## src/sv/bmh_pkg.sv

```systemverilog
// Shared types and constants for the bounded max-heap top-k block.
package bmh_pkg;

  localparam int FW = 9;
  localparam int KW = 32;
  localparam int IW = 32;
  localparam int MAX_FILL = (1 << FW) - 1;
  localparam logic [FW-1:0] BOUND_RST = 9'd256;
  localparam int IN_W = KW + IW;
  localparam int OUT_BITS = 2 + FW + KW + IW + 1;
  localparam int OUT_W = ((OUT_BITS + 7) / 8) * 8;

  typedef enum logic [1:0] {
    STATUS_APPEND  = 2'd0,
    STATUS_REPLACE = 2'd1,
    STATUS_DROP    = 2'd2
  } kind_t;

  typedef struct packed {
    logic [KW-1:0] key;
    logic [IW-1:0] id;
  } entry_t;

  typedef struct packed {
    logic accept;
    logic up_rd;
    logic up_cmp;
    logic dn_rd;
    logic dn_cmp;
    logic emit;
  } cmd_t;

  typedef struct packed {
    kind_t kind;
    logic  pos_zero;
    logic  up_swap;
    logic  dn_move;
    logic  out_free;
  } sts_t;

endpackage

```

## src/sv/bmh_ctrl.sv

```systemverilog
// Sequencer for push, sift-up, sift-down and result hand-off.
module bmh_ctrl (
  input  logic           clk,
  input  logic           rst,
  input  logic           in_valid,
  output logic           in_ready,
  input  bmh_pkg::sts_t  sts,
  output bmh_pkg::cmd_t  cmd
);
  import bmh_pkg::*;

  typedef enum logic [5:0] {
    ST_IDLE   = 6'b000001,
    ST_UP_RD  = 6'b000010,
    ST_UP_CMP = 6'b000100,
    ST_DN_RD  = 6'b001000,
    ST_DN_CMP = 6'b010000,
    ST_EMIT   = 6'b100000
  } state_t;

  state_t state, state_next;

  always_ff @(posedge clk) begin
    if (rst) begin
      state <= ST_IDLE;
    end else begin
      state <= state_next;
    end
  end

  always_comb begin
    state_next = state;
    case (state)
      ST_IDLE: begin
        if (in_valid) begin
          case (sts.kind)
            STATUS_APPEND:  state_next = ST_UP_RD;
            STATUS_REPLACE: state_next = ST_DN_RD;
            default:        state_next = ST_EMIT;
          endcase
        end
      end
      ST_UP_RD:  state_next = sts.pos_zero ? ST_EMIT : ST_UP_CMP;
      ST_UP_CMP: state_next = sts.up_swap ? ST_UP_RD : ST_EMIT;
      ST_DN_RD:  state_next = ST_DN_CMP;
      ST_DN_CMP: state_next = sts.dn_move ? ST_DN_RD : ST_EMIT;
      ST_EMIT:   state_next = sts.out_free ? ST_IDLE : ST_EMIT;
      default:   state_next = ST_IDLE;
    endcase
  end

  assign in_ready   = (state == ST_IDLE);
  assign cmd.accept = (state == ST_IDLE) && in_valid;
  assign cmd.up_rd  = (state == ST_UP_RD);
  assign cmd.up_cmp = (state == ST_UP_CMP);
  assign cmd.dn_rd  = (state == ST_DN_RD);
  assign cmd.dn_cmp = (state == ST_DN_CMP);
  assign cmd.emit   = (state == ST_EMIT);

endmodule

```

## config.mk

```make
export PLATFORM = sky130hd
export DESIGN_NAME = bmh_ctrl
export DESIGN_NICKNAME = d
export VERILOG_FILES = /design/src/sv/bmh_pkg.sv /design/src/sv/bmh_ctrl.sv
export SDC_FILE = /design/constraint.sdc
export NUM_CORES = 1
export LEC_CHECK = 0
export CAP_MARGIN = 5
export CORE_UTILIZATION = 25
export DETAILED_ROUTE_END_ITERATION = 8
export DONT_BUFFER_PORTS = 1
export GPL_ROUTABILITY_DRIVEN = 0
export GPL_TIMING_DRIVEN = 0
export SETUP_SLACK_MARGIN = 0.5
export SKIP_LAST_GASP = 1
export SYNTH_ARGS = -nofsm -noshare
export SYNTH_HDL_FRONTEND = slang
export SYNTH_SLANG_ARGS = --single-unit
export TNS_END_PERCENT = 100
```

## constraint.sdc

```tcl
create_clock -name clk -period 2.1 [get_ports clk]
set_clock_uncertainty 0.15 [all_clocks]
set_input_delay 0.21 -clock clk [delete_from_list [all_inputs] [get_ports clk]]
set_output_delay 0.21 -clock clk [all_outputs]
set_load 0.05 [all_outputs]
```

==> results of run 1 <==
==> worst paths after layout <==
kind	startpoint	end	slack, ns	cells after the start
worst max-delay path	state[1]	cmd[5]	-0.10	4
worst min-delay path	sts[5]	state[1]	0.05	3
worst max register to register	state[1]	state[5]	0.03	4
worst min register to register	state[0]	state[2]	0.53	3
==> cell usage in the layout, fill, tap and decap left out, types with 2 or more instances in the layout <==
cell	netlist	layout
a21oi_1	3	2
a21oi_2	1	2
buf_4	0	5
buf_6	0	3
clkbuf_4	0	3
dfxtp_1	6	2
dfxtp_2	0	2
dfxtp_4	0	2
dlygate4sd3_1	0	4
nand2b_1	2	2
nor2_4	0	4
nor3_1	6	5
nor3b_4	0	2
nor4_1	2	2
or2_2	2	2
or4_4	0	2
or4b_4	0	2
==> worst max-delay path: cells and delay by family (launching register included) <==
kind	cells	cell delay, ns
and+or+nand+nor	3	1.12
buffers and inverters	1	0.14
DFF	1	0.35
==> layer usage <==
metal	part of all wire [%]	global-route usage, %	vias to the layer above
met5	0	0	-
met2	50	29.4	15
met1	42	18.2	203
met4	1.8	13.3	0
met3	6.0	6.11	4
li1	-	-	206
==> through the flow <==
step,power [µW],hold WS (ns),instance area (µm²)
detailed placement,428,0.133,447
global route,628,0.0694,606
global placement,427,0.134,447
floorplan,398,0.131,428
CTS,573,0.00502,577
finish,592,0.0467,606
==> layout make-up <==
type | instances | area share (%)
Timing Repair Buffer | 11 | 16.5
Tap cell | 15 | 3.10
Multi-Input combinational cell | 37 | 52.1
Clock buffer | 3 | 3.72
Inverter | 1 | 0.620
Sequential cell | 6 | 21.5
Buffer | 2 | 2.48
==> power groups by stage <==
| stage | registers (µW) | logic [µW] | clock network [µW] |
|---|---|---|---|
| after floorplan | 145 | 253 | 0 |
| after global placement | 150 | 277 | 0 |
| after detailed placement | 150 | 278 | 0 |
| after CTS | 147 | 312 | 114 |
| after global routing | 154 | 357 | 117 |
| final | 151 | 334 | 108 |
==> repair_timing <==
item,4_1_cts,5_1_grt
pin swaps,8,8
hold buffers,4,0
hold endpoints to repair,6,0
gates resized for setup,5,8
buffers inserted,7,0
endpoints found under the setup margin,12,13
==> kinds of logic after synthesis <==
kind of cell / synth area share (%)
xor+xnor: 2.37
compound gates: 18.6
simple gates: 43.0
buf+inv: 3.39
flops: 32.5
==> out/results.txt, run 1 <==
PortBufs -> 0
Worst slew pin tran -> 0.670 ns
Largest Register -> state
Gr usage total -> 17.7%
Violated checks -> setup timing
Synth-to-Final Area Change -> 64.1%
Ant diodes -> 0
Sequential share of the synthesized area -> 32.5%
Post-synth EDFFs -> 0
Switch share -> 44.6%
Clk Tree Root Cell -> clkbuf_4
Switching pwr -> 264 µW
Register Area -> 130 µm²
Fmax -> 454 MHz
Yosys reg bits -> 6
Clock Latency Late Sink -> 0.24 ns
Arrival @ worst endpoint -> 1.84 ns
Final Hold Viols -> 0
Setup_tns -> -0.142 ns
Gate Count Post-Synth -> 46
Int Power -> 328 µW
Main area contributors after synthesis -> dfxtp_1, nor3_1, nor2_1
Share of layout cells above drive strength 1 -> 53.3%
Fill count -> 133
Main synth FF type -> dfxtp_1
Drt pass-1 iters -> 4
Clk pwr share -> 18.2%
Fin worst setup slack -> -0.104 ns
Rows -> 13
Crit path max-delay cell type -> or4b_4
Final Cycle Share -> 105%
Worst-path clk slew -> 0.05 ns
Die height -> 40.4 µm
Slew HR -> 55.3%
Vias -> 428
DRC -> 0
Worst Path Max Fanout -> 5
Final HPWL DP -> 730 µm
Yosys warnings -> 0
Crit-path max cell delay -> 0.51 ns
Comb pwr share -> 56.3%
RSZ-0062 raised after global routing -> yes
I/O Pins -> 16
Synth top area share -> 32.5%
Core ar. -> 0.00133 mm²
Minimum clock period -> 2.20 ns
Worst slack at placement -> 0.0763 ns
Finished Layout Cells -> 75
Synthesized cell area -> 369 µm²
Die X -> 40.4 µm
Max FFs per register -> 6
Worst Path Required -> 1.74 ns
Vias in the first global route -> 442
Worst min path class -> input pin to flip-flop
# placed instances -> 61
Pwr/cell area -> 978 mW/mm²
Largest net degree at the start of global routing -> 8
Biggest regs -> state x6
Syn_area_per_cell -> 8.02 µm²
CTS buffer count -> 3
Routed len/inst -> 15.4 µm
Asr flop ratio synth -> 0%
CTS Sinks -> 6
Initial Util -> 27.7%
CTS H-tree depth -> 1
Yosys top cell by area -> dfxtp_1
Final ANT Viol Nets -> 0
Final Setup Violations -> 2
Antenna violations before repair -> 0
Critical path startpoint category -> flip-flop
DRT iter0 DRCs -> 8
Max cap viols -> 0
Synth cell count leaders -> dfxtp_1, nor3_1, nor2_1
CP cell instances -> or4b_4 -> buf_6 -> nor2_4 -> and2_4
Yosys cell types -> 25
Peak supply drop -> 0.000298 V
Nets@finish -> 71
Grt ovf -> 0
CTS Buffer Depth -> 2
Final core occ -> 45.4%
Drt via density -> 5.71
Drt total wl -> 1160 µm
Leak Pwr -> 0.000204 µW
TritonCTS clock tree -> built
Worst setup EP type -> output port
First-pass GRT wire length -> 1790 µm
Multi-input gate area -> 315 µm²
Seq pwr share -> 25.5%
Critical path type -> flip-flop to output port
Final Slew Violations -> 0
Outcome -> complete, but fails checks
Die area -> 0.00163 mm²
Mapped Nets -> 55
(Power assumes the default switching activity.)
==> run 2, diff against run 1 <==
--- a/config.mk
+++ b/config.mk
@@ -7,4 +7,5 @@
 export LEC_CHECK = 0
 export CAP_MARGIN = 5
+export CORE_MARGIN = 3
 export CORE_UTILIZATION = 25
 export DETAILED_ROUTE_END_ITERATION = 8
--- a/constraint.sdc
+++ b/constraint.sdc
@@ -3,3 +3,3 @@
 set_input_delay 0.21 -clock clk [delete_from_list [all_inputs] [get_ports clk]]
 set_output_delay 0.21 -clock clk [all_outputs]
-set_load 0.05 [all_outputs]
+set_load 0.1 [all_outputs]
==> run 2 against run 1 <==
  * Flip-flop and latch count did not move
  * Critical endpoint unchanged
  * Worst hold slack worse by 0.024 ns
  * Sequential share of layout area decreased by 0.12 points
  * Clock power rose by 14%
  * Wire length rose by 1.0%
  * Highest routed layer unchanged
  * The run still ends with setup timing left
  * Fmax decreased by 14%
  * Die area up 21%
==> out/results.txt, run 2 (same netlist as run 1, synthesis figures left out) <==
Drt via density -> 5.85 (+2.6%)
Switching pwr -> 349 µW (+32%)
Routed len/inst -> 15.6 µm (+1.0%)
Share of layout cells above drive strength 1 -> 53.3% (unchanged)
RSZ-0062 raised after global routing -> yes
Final Cycle Share -> 122% (+18 points)
Max FFs per register -> 6 (unchanged)
Rows -> 13 (unchanged)
Worst slew pin tran -> 1.19 ns (+0.523 ns)
Final Slew Violations -> 0 (unchanged)
Peak supply drop -> 0.000488 V (+64%)
CTS Sinks -> 6 (unchanged)
Largest net degree at the start of global routing -> 8 (unchanged)
Antenna violations before repair -> 0 (unchanged)
Max cap viols -> 0 (unchanged)
CTS Buffer Depth -> 2 (unchanged)
Largest Register -> state
Vias -> 439 (+2.6%)
Critical path startpoint category -> flip-flop
Arrival @ worst endpoint -> 2.21 ns (+0.37 ns)
Die X -> 44.4 µm (+9.9%)
Clock Latency Late Sink -> 0.25 ns (about the same)
Worst Path Max Fanout -> 3 (-2)
Gr usage total -> 14.0% (-3.7 points)
Slew HR -> 20.4% (-35 points)
Biggest regs -> state x6
Ant diodes -> 0 (unchanged)
Worst min path class -> input pin to flip-flop
Finished Layout Cells -> 75 (unchanged)
Worst-path clk slew -> 0.05 ns (about the same)
Outcome -> complete, but fails checks
Drt total wl -> 1170 µm (+1.0%)
Final Setup Violations -> 11 (+9)
Nets@finish -> 70 (-1.4%)
Die area -> 0.00197 mm² (+21%)
CTS H-tree depth -> 1 (unchanged)
Fill count -> 147 (+11%)
CTS buffer count -> 3 (unchanged)
Leak Pwr -> 0.000200 µW (-1.8%)
Clk Tree Root Cell -> clkbuf_4
DRC -> 0 (unchanged)
Most frequent cells in the layout -> nor3_1, dlygate4sd3_1, nor2_4, buf_4, dfxtp_2
PortBufs -> 0 (unchanged)
Worst setup EP type -> output port
Violated checks -> setup timing
Worst Path Required -> 1.74 ns (about the same)
I/O Pins -> 16 (unchanged)
Synth-to-Final Area Change -> 63.4%
Minimum clock period -> 2.57 ns (+0.369 ns)
Core ar. -> 0.00135 mm² (+1.2%)
Fin worst setup slack -> -0.472 ns (-0.369 ns)
Grt ovf -> 0 (unchanged)
Vias in the first global route -> 408 (-7.7%)
DRT iter0 DRCs -> 12 (+4)
First-pass GRT wire length -> 1860 µm (+3.8%)
Final Hold Viols -> 0 (unchanged)
# placed instances -> 61 (unchanged)
Die height -> 44.4 µm (+9.9%)
Seq pwr share -> 22.2% (-3.3 points)
Drt pass-1 iters -> 4 (unchanged)
Final core occ -> 44.7% (-0.73 points)
Initial Util -> 27.3% (-0.33 points)
Final HPWL DP -> 763 µm (+4.6%)
Int Power -> 337 µW (+2.7%)
Critical path type -> flip-flop to output port
Pwr/cell area -> 1140 mW/mm² (+16%)
Final ANT Viol Nets -> 0 (unchanged)
Clk pwr share -> 17.9% (-0.3 points)
Fmax -> 389 MHz (-14%)
Hold slack -> 0.0222 ns (-0.0245 ns)
Comb pwr share -> 59.9% (+3.6 points)
Switch share -> 50.9% (+6.3 points)
TritonCTS clock tree -> built
[run 2: area by class of cell]
type	count	area (µm²)	share of cell area (%)
tap	15	18.8	3.11
timing repair buffer	10	91.3	15.1
inverter	1	3.75	0.622
sequential	6	129	21.4
buffer	2	15.0	2.49
multi-input combinational	37	319	52.9
clock buffer	4	26.3	4.36
[run 2: per-stage QoR]
step | setup WS [ns] | total power [µW] | setup TNS [ns] | area [µm²]
3_5_place_dp | -0.327 | 515 | -1.26 | 453
4_1_cts | -0.525 | 669 | -2.69 | 551
3_3_place_gp | -0.337 | 515 | -1.21 | 453
5_1_grt | -0.539 | 730 | -3.18 | 603
2_1_floorplan | -0.214 | 482 | -0.708 | 434
6_report | -0.472 | 686 | -2.58 | 603
[run 2: routing by layer]
layer / global-route usage [%] / vias to the layer above / part of all wire, % / wire (µm)
met5: 0 / - / 0 / 0
li1: - / 204 / - / -
met1: 18.2 / 202 / 45 / 531
met3: 6.50 / 7 / 9.7 / 114
met4: 7.23 / 0 / 2.1 / 25
met2: 19.2 / 26 / 43 / 499
[run 2: final timing paths]
check        slack, ns  startpoint       end  depth (start not counted)
max              -0.47    state[2]    cmd[5]                          4
min reg2reg       0.45    state[0]  state[2]                          2
min               0.02      sts[4]  state[1]                          3
max reg2reg      -0.30    state[5]  state[5]                          4
[run 2: worst max-delay path: stages, from the launching register on]
cell	delay (ns)
dfxtp_4	0.34
or4b_4	0.52
buf_6	0.14
nor2_4	0.51
and2_4	0.45
[run 2: repair_timing]
action | 4_1_cts | 5_1_grt
setup buffers | 2 | 3
hold endpoints to repair | 6 | 0
resized for setup | 3 | 8
cloned | 0 | 0
pin swaps | 8 | 8
endpoints found under the setup margin | 12 | 12
hold buffers | 5 | 0
[run 2: power by group through the flow]
| stage | clock (µW) | combinational [µW] | sequential, µW |
|---|---|---|---|
| 2_1_floorplan | 0 | 338 | 144 |
| 3_3_place_gp | 0 | 366 | 148 |
| 3_5_place_dp | 0 | 367 | 149 |
| 4_1_cts | 127 | 393 | 149 |
| 5_1_grt | 136 | 438 | 156 |
| 6_report | 123 | 411 | 152 |
==> run 3, diff against run 2 <==
Clock period 2.1 ns to 3.2 ns, I/O delays scaled along.
==> run 3 against run 2 <==
  * The flow now finishes without violations
  * Critical path depth did not move
  * Largest cell class unchanged
  * Sequential share of layout area rose by 1.2 points
  * Setup slack improved by 1.0 ns
  * Sequential power fell by 36%
  * Final cell count fell by 1.3%
  * Core utilization fell by 3.2 points
  * Combinational power fell by 37%
==> out/results.txt, run 3 (same netlist as run 1, synthesis figures left out) <==
Outcome -> completed
Initial Util -> 27.3% (unchanged)
Die X -> 44.4 µm (unchanged)
Routed len/inst -> 15.1 µm (-3.2%)
Worst slack at placement -> 0.563 ns (+0.890 ns)
Worst slew pin tran -> 1.14 ns (-0.0544 ns)
Worst Hold Depth -> 1 (-2)
Design area -> 559 µm² (-7.3%)
Drt via density -> 5.58 (-4.7%)
Arrival @ worst endpoint -> 2.20 ns (about the same)
Worst Path Max Fanout -> 5 (+2)
Final ANT Viol Nets -> 0 (unchanged)
Drt total wl -> 1120 µm (-4.4%)
Rows -> 13 (unchanged)
Nets@finish -> 70 (unchanged)
DRC -> 0 (unchanged)
Ant diodes -> 0 (unchanged)
First-pass GRT wire length -> 1700 µm (-8.9%)
Dpl cell area -> 457 µm² (+0.83%)
Flop-to-flop setup slack -> 0.66 ns (+0.96 ns)
Critical path startpoint category -> flip-flop
Largest net degree at the start of global routing -> 8 (unchanged)
Clk Tree Root Cell -> clkbuf_4
Reg2Reg Depth -> 4 (unchanged)
Vias -> 413 (-5.9%)
Worst setup EP type -> output port
Max FFs per register -> 6 (unchanged)
Setup_tns -> 0 ns (+2.58 ns)
Final Slew Violations -> 0 (unchanged)
Antenna violations before repair -> 0 (unchanged)
Largest Register -> state
Worst min path class -> input pin to flip-flop
Die area -> 0.00197 mm² (unchanged)
Fmax -> 375 MHz
Final Hold Viols -> 0 (unchanged)
Biggest regs -> state x6
Leak Pwr -> 0.000193 µW (-3.5%)
Share of layout cells above drive strength 1 -> 39.0% (-14 points)
DRT iter0 DRCs -> 3 (-9)
Slew HR -> 24.0% (+3.6 points)
CTS Buffer Depth -> 2 (unchanged)
Final Cycle Share -> 83.3%
Drt pass-1 iters -> 4 (unchanged)
PortBufs -> 0 (unchanged)
Final Setup Violations -> 0 (-11)
Worst Path Required -> 2.73 ns (+0.99 ns)
Clock Latency Late Sink -> 0.24 ns (about the same)
Fin worst setup slack -> 0.534 ns (+1.01 ns)
Worst-path clk slew -> 0.04 ns (about the same)
Grt ovf -> 0 (unchanged)
Vias in the first global route -> 432 (+5.9%)
Pwr/cell area -> 755 mW/mm² (-34%)
Critical path type -> flip-flop to output port
Minimum clock period -> 2.67 ns
Peak supply drop -> 0.000288 V (-41%)
TritonCTS clock tree -> built
RSZ-0062 raised after global routing -> yes
Die height -> 44.4 µm (unchanged)
Most common library cell in the layout ignoring fill and taps -> nor3_1
Core ar. -> 0.00135 mm² (unchanged)
CTS Sinks -> 6 (unchanged)
Gr usage total -> 12.5% (-1.5 points)
I/O Pins -> 16 (unchanged)
Most frequent cells in the layout -> nor3_1, dlygate4sd3_1
Synth-to-Final Area Change -> 51.5%
CTS H-tree depth -> 1 (unchanged)
Max cap viols -> 0 (unchanged)
CTS buffer count -> 3 (unchanged)
run 3: per-layer routing:
metal	vias up	part of all wire [%]	track usage, %
li1	198	-	-
met1	200	41	12.7
met2	15	48	20.1
met3	0	11	10.2
met4	0	0	2.41
met5	-	0	0
run 3: final cells by class:
type / count / area (µm²)
buffer: 2 / 15.0
clock buffer: 3 / 22.5
fill: 146 / 791
inverter: 1 / 3.75
multi-input combinational: 37 / 275
sequential: 6 / 126
tap: 15 / 18.8
timing repair buffer: 10 / 97.6
run 3: where the power goes:
part | switching, µW | internal, µW | total (µW) | leakage, µW
clock | 25.6 | 42.3 | 67.9 | 0.0000138
combinational | 177 | 79.9 | 257 | 0.000129
sequential | 11.9 | 85.1 | 97.0 | 0.0000506
total | 215 | 207 | 422 | 0.000193
run 3: critical path: stages (launching register included):
cell	delay, ns
dfxtp_2	0.33
or4b_4	0.53
buf_6	0.14
nor2_4	0.50
and2_4	0.45
run 3: path summary, 6_finish.rpt:
kind              startpoint        to
setup reg to reg    state[0]  state[3]
setup / recovery    state[1]    cmd[5]
hold reg to reg     state[4]  state[5]
hold / removal        sts[0]  state[0]
run 3: what timing repair did:
action / 4_1_cts / 5_1_grt
gates resized for setup: 8 / 0
endpoints found under the hold margin: 2 / 0
pin swaps: 2 / 2
endpoints found under the setup margin: 1 / 2
setup buffers: 3 / 0
hold buffers: 4 / 0
run 3: stage by stage:
stage | utilization [%] | total power [µW] | hold slack, ns | cells
2_1_floorplan | - | 291 | 0.246 | 46
3_3_place_gp | 30.6 | 309 | 0.247 | 61
6_report | 41.4 | 422 | 0.0386 | 74
3_5_place_dp | 33.8 | 323 | 0.251 | 64
5_1_grt | 41.4 | 443 | 0.0326 | 74
4_1_cts | 41.4 | 425 | 0.0350 | 74
